## src/hdl/vtp_pkg.sv

```systemverilog
// Shared types, widths and helpers for the vertex transform pipeline.
package vtp_pkg;

  localparam int NUM_REGS    = 8;
  localparam int CFG_IDX_W   = 3;
  localparam int FRAC_BITS   = 16;
  localparam int WIDE_W      = 50;   // transformed component, floor of Q32.32 sum
  localparam int DIV_NUM_W   = 49;   // dividend magnitude
  localparam int DIV_DEN_W   = 32;   // divisor magnitude
  localparam int DIV_STEPS   = DIV_NUM_W;

  localparam logic [1:0] MODE_DIV_W    = 2'd0;
  localparam logic [1:0] MODE_DIV_FIVE = 2'd1;
  localparam logic [1:0] MODE_NONE     = 2'd2;

  localparam logic signed [WIDE_W-1:0] SAT_MAX = 50'sd2147483647;
  localparam logic signed [WIDE_W-1:0] SAT_MIN = -50'sd2147483648;

  typedef struct packed {
    logic signed [31:0] in_x;
    logic signed [31:0] in_y;
    logic signed [31:0] in_z;
    logic signed [31:0] in_w;
    logic [1:0]         project_mode;
  } vtp_in_t;

  typedef struct packed {
    logic signed [31:0] out_x;
    logic signed [31:0] out_y;
    logic signed [31:0] out_z;
    logic signed [31:0] out_w;
    logic               saturated;
  } vtp_out_t;

  // Transformed vertex, component order x, y, z, w.
  typedef struct packed {
    logic [3:0][WIDE_W-1:0] t;
    logic [1:0]             mode;
  } vtp_xf_t;

  // One divider lane set: three dividends share one divisor.
  typedef struct packed {
    logic [2:0][DIV_NUM_W-1:0] num;
    logic [2:0][DIV_DEN_W-1:0] rem;
    logic [2:0]                neg;
    logic [DIV_DEN_W-1:0]      den;
    logic signed [31:0]        w;
    logic                      flag;
  } vtp_div_t;

  function automatic logic signed [31:0] sat32(input logic signed [WIDE_W-1:0] v);
    logic signed [31:0] r;
    if (v > SAT_MAX) begin
      r = 32'sh7FFFFFFF;
    end else if (v < SAT_MIN) begin
      r = 32'sh80000000;
    end else begin
      r = v[31:0];
    end
    return r;
  endfunction

  function automatic logic ovf32(input logic signed [WIDE_W-1:0] v);
    return (v > SAT_MAX) || (v < SAT_MIN);
  endfunction

endpackage

```

## src/hdl/vtp_prep.sv

```systemverilog
// Saturation and divide setup: picks dividend and divisor per projection mode.
module vtp_prep
  import vtp_pkg::*;
(
  input  logic     clk,
  input  logic     rst,
  input  logic     in_valid,
  output logic     in_ready,
  input  vtp_xf_t  xf,
  output logic     out_valid,
  input  logic     out_ready,
  output vtp_div_t div
);

  logic     vld;
  vtp_div_t nxt;

  assign in_ready  = !vld || out_ready;
  assign out_valid = vld;

  always_comb begin
    logic signed [31:0]       c_sat [3];
    logic [2:0]               c_ovf;
    logic signed [31:0]       w_sat;
    logic                     w_ovf;
    logic signed [WIDE_W-1:0] n_val [3];
    logic signed [31:0]       d_val;
    logic signed [WIDE_W-1:0] n_abs;

    w_sat = sat32($signed(xf.t[3]));
    w_ovf = ovf32($signed(xf.t[3]));
    for (int i = 0; i < 3; i++) begin
      c_sat[i] = sat32($signed(xf.t[i]));
      c_ovf[i] = ovf32($signed(xf.t[i]));
    end

    nxt = '0;
    d_val = 32'sd1;
    nxt.flag = w_ovf || (|c_ovf);
    for (int i = 0; i < 3; i++) begin
      n_val[i] = {{(WIDE_W-32){c_sat[i][31]}}, c_sat[i]};
    end

    unique case (xf.mode)
      MODE_DIV_W: begin
        if (w_sat != 32'sd0) begin
          d_val = w_sat;
          for (int i = 0; i < 3; i++) begin
            n_val[i] = {{(WIDE_W-32-FRAC_BITS){c_sat[i][31]}}, c_sat[i],
                        {FRAC_BITS{1'b0}}};
          end
        end
      end
      MODE_DIV_FIVE: begin
        d_val    = 32'sd5;
        nxt.flag = w_ovf;
        for (int i = 0; i < 3; i++) begin
          n_val[i] = $signed(xf.t[i]);
        end
      end
      default: begin
      end
    endcase

    for (int i = 0; i < 3; i++) begin
      n_abs      = n_val[i][WIDE_W-1] ? -n_val[i] : n_val[i];
      nxt.num[i] = n_abs[DIV_NUM_W-1:0];
      nxt.neg[i] = n_val[i][WIDE_W-1] ^ d_val[31];
    end
    nxt.den = d_val[31] ? (~d_val + 32'd1) : d_val;
    nxt.w   = w_sat;
  end

  always_ff @(posedge clk) begin
    if (rst) begin
      vld <= 1'b0;
    end else if (in_ready) begin
      vld <= in_valid;
    end
  end

  always_ff @(posedge clk) begin
    if (in_ready) begin
      div <= nxt;
    end
  end

endmodule

```

## config.mk

```make
export PLATFORM = sky130hd
export DESIGN_NAME = vtp_prep
export DESIGN_NICKNAME = d
export VERILOG_FILES = /design/src/hdl/vtp_pkg.sv /design/src/hdl/vtp_prep.sv
export SDC_FILE = /design/constraint.sdc
export NUM_CORES = 1
export LEC_CHECK = 0
export BUFFER_PORTS_ARGS = -buffer_cell sky130_fd_sc_hd__buf_2
export CAP_MARGIN = 20
export CORE_MARGIN = 2
export CORE_UTILIZATION = 25
export CTS_CLUSTER_DIAMETER = 40
export DETAILED_ROUTE_END_ITERATION = 7
export SLEW_MARGIN = 20
export SYNTH_ARGS = -nofsm -noshare
export SYNTH_HDL_FRONTEND = slang
export SYNTH_SLANG_ARGS = --single-unit
```

## constraint.sdc

```tcl
create_clock -name clk -period 10.47 [get_ports clk]
set_input_delay 1.047 -clock clk [delete_from_list [all_inputs] [get_ports clk]]
set_output_delay 1.047 -clock clk [all_outputs]
set_load 0.1 [all_outputs]
```

### Word level (Yosys, flattened, before mapping)

Index checks and enable logic that the tools add are counted.

* shifts and indexed selects: 0
* bitwise logic cells: 4
* $mul: 0
* muxes and demuxes: 17
* reductions and logical operators: 10
* eq/ne operators: 1
* $lt $le $gt $ge: 8
* divide/modulo/power cells: 0
* add/subtract/negate cells: 4

Operators by type and width (number)
* case mux 150 bit (2 select lines): 1
* two-way mux 32 bit: 9
* greater-than comparator 50 x 32 -> 1 bit, second input constant: 4
* < comparator 50 x 32 -> 1 bit, second input constant: 4
* two-way mux 147 bit: 1
* two-way mux 49 bit: 3
* negator 49 bit: 3
* case mux 32 bit (2 select lines): 1
* adder 32 x 1 -> 32 bit, second input constant: 1
* NOT 32 bit: 1
* nonzero test 32 bit: 1
* two-way mux 31 bit: 1
* logical OR 1 bit: 6
* OR reduction 3 bit: 1
* XOR 1 bit: 3
* == test 2 x 1 -> 1 bit, second input constant: 1
* zero test 2 bit: 1
* zero test 1 bit: 1
* two-way mux 1 bit: 1

* word-level logic and storage cells: 53
* RAM bits: 0
* latch bits: 0
* output and inout bits: 313
* input port bits: 206
* bits in registers: 216
* memories: 0
* bits in read-only memories: 0

### Longest topological paths before layout

* depth in word-level cells: 9
* mapped depth: 18
* mapped depth without buffers: 15

### Worst setup path after synthesis

OpenSTA, ideal clock, no wires.

* path type: input-to-output
* from: input port out_ready
* to: output port in_ready
* arrival: 6.914 ns
* buffers on the path: 0
* data required time: 9.423 ns
* cell stages on the path: 1
* slack: 2.509 ns
* cell sequence: nand2b_1

* cells in the longest elaborated chain, start to end: 1

RTL lines
* start: declaration: line vtp_prep.sv:11 `input logic out_ready,`
* logical OR 1 bit: line vtp_prep.sv:18 `assign in_ready = !vld || out_ready;`
* end: declaration: line vtp_prep.sv:8 `output logic in_ready,`

Every way passes these cells.

==> impl_metrics.ini <==
[global_route]
grt_usage_pct = 20.96
antenna_found_initial = 30
overflow = 0
grt_pass1_wl_um = 106300
grt_pass1_vias = 15720
grt_max_degree = 165

[route]
drc = 1
drtAntennaViolNets = 0
vias = 17410
drt_first_pass_iters = 8
viasPerCell = 5.476
totalWireLength_um = 75210
drtIter0Drc = 2139
avgRoutedWirePerCell_um = 23.66

[timing]
final-hold-violation-count = 0
setup_viol = 0
finClkSkew_ns = 0.01647
tns_ns = 0
maxSlewHeadroom_pct = 27.08
tightestPinTransition_ns = 1.094
slew_violations = 0
period_minus_slack_ns = 5.869
period_share_pct = 56.06
rsz0062_at_grt = false
max_freq_mhz = 170.4

[floorplan]
num_rows = 94
die_area_mm2 = 0.06797
core-area_mm2 = 0.06551
die_x_um = 260.7
die_h_um = 260.7
start_util_pct = 25.15
io_pins = 519

[setup_path]
cp_max_fo = 25
cp_cell_sequence = buf_2 > inv_1 > nor4_1 > o211ai_1 > buf_4 > nand2_2 > o221ai_1 > or4_4 > or4_1 > or4_1 > o311a_1
endpoint_kind = flop
path_class = in2reg
required_ns = 10.80
max_stage_delay_ns = 0.88
cp.arrival_ns = 6.20
cp_common_cell = or4_1
cp_slowest_cell = or4_1
start_kind = input pin

[synth]
yosys.area.top_type = edfxtp_1
synth-edff-count = 215
seq_area_frac_synth_pct = 39.31
async_flop_share_pct = 0
yosys.area.top_type_share_pct = 39.19
synth_flop_cell = edfxtp_1
synthCells = 1898
netlist-cell-type-count = 88
synth_seq_cells = 216
ys_top_cells_by_area = edfxtp_1 39%, a21oi_1 4.9%, o21ai_0 4.7%, nand2_1 4.5%, buf_4 4.4%
synth_area_mm2 = 0.01647
ys.warnings.count = 0
synth.avg_cell_area_um2 = 8.680

[clocking]
cts_setup_buffers = 0
cts_hold_buf = 0
cts_sinks = 216
tritoncts = done
cts_buffers = 43
ctsResizeCount = 0
clk_latency_ns = 0.58
cts_root_buf = clkbuf_16
clockBufferDepth = 3
clk_pin_slew_ns = 0.06
cts_max_level = 2

[layout]
layout-drive-gt1-share_pct = 26.88
finalNetCount = 2479
final_cell_mix = 422 x buf_2, 215 x edfxtp_1, 196 x nand2_1, 158 x a21oi_1, 154 x o21ai_0
final_util_pct = 31.55
area_growth_pct = 25.46
layout.cells.non_filler = 3179
final_common_cell = buf_2

[status]
status = finished, violations left
violations = DRC

[power_and_ir_drop]
p_leak_nw = 8.255
ir_drop_uv = 115.7
power_mw = 4.097
power_density_mw_per_mm2 = 198.2

[run]
drv_cap = 0

[placed_design]
io_buffers = 422
dp_hpwl_um = 56360
post-place-cells = 3088
globalplace.congestion = 0.9388

[worst_hold_path]
hold_path_class = in2reg
-- layer usage --
layer / wire (µm) / global-route usage [%] / vias to the layer above / share of wire, %
met5: 157 / 0 / - / 0.21
met4: 2280 / 6.921 / 26 / 3.0
met3: 7492 / 5.196 / 163 / 10
met2: 34400 / 33.27 / 1057 / 46
met1: 30880 / 27.76 / 8389 / 41
li1: - / - / 7774 / -
-- sequential cells by signal, indices dropped and copies added (netlist names) --
register   count
div          215
out_valid      1
-- final timing paths --
path              from         to  slack, ns  depth (start not counted)
max            xf[201]   div[208]       4.60                         11
min                rst  out_valid       0.61                          2
min reg2reg  out_valid  out_valid       1.10                          2
max reg2reg  out_valid   div[265]       8.23                          2
-- stage by stage --
stage                     area (µm²)  setup WS, ns  hold WS, ns
after global routing           20650         4.379       0.5888
after global placement         19130         4.202        1.159
after floorplan                16830         2.509        1.116
after CTS                      20640         4.715       0.5694
final                          20670         4.601       0.6074
after detailed placement       19130         4.082        1.156
-- synth_stat cells (all sizes together), types with 10 or more instances --
cell      n
buf     127
edfxtp  215
o21ai   162
and2     10
xor2     49
a21o     17
or4      16
a211oi   26
or3      22
nor3     46
a21oi   160
o211ai   20
mux2i    17
nand2b   10
xnor2    59
o221ai   11
clkbuf  106
o22ai    11
or2      36
nand4    32
nor4     29
nor2    151
and3     11
o31ai    48
nand3    51
a221o    10
o41ai    19
inv      48
a22oi    11
a31oi    20
nand2   197
-- critical path: cells and delay by family --
kind | cells | cell delay (ns)
simple gates | 5 | 3.23
compound gates | 3 | 0.90
buf+inv | 3 | 1.01
-- kinds of logic (layout without fill, tap and decap cells) --
kind of cell | Yosys count | after routing | synth area share, %
compound gates | 639 | 639 | 25.85
flops | 216 | 216 | 39.31
fa+ha+maj | 4 | 4 | 0.3038
other cells | 1 | 108 | 0.02276
simple gates | 627 | 627 | 18.58
xor+xnor | 108 | 108 | 5.742
mux | 22 | 22 | 1.375
buf+inv | 281 | 591 | 8.817
-- layout make-up --
| class | count | area [µm²] |
|---|---|---|
| antenna | 12 | 30.03 |
| multi-input combinational | 1496 | 8954 |
| clock inverter | 35 | 417.9 |
| timing repair buffer | 464 | 2440 |
| fill | 7019 | 44840 |
| sequential | 216 | 6476 |
| inverter | 48 | 180.2 |
| tap | 864 | 1081 |
| clock buffer | 44 | 1090 |
-- power by group --
part	switching [mW]	internal, mW	leakage (nW)
sequential	0.0340	1.08	2.27
combinational	1.30	0.240	5.24
clock	0.569	0.871	0.748
Power figures use the tool's default switching activity.
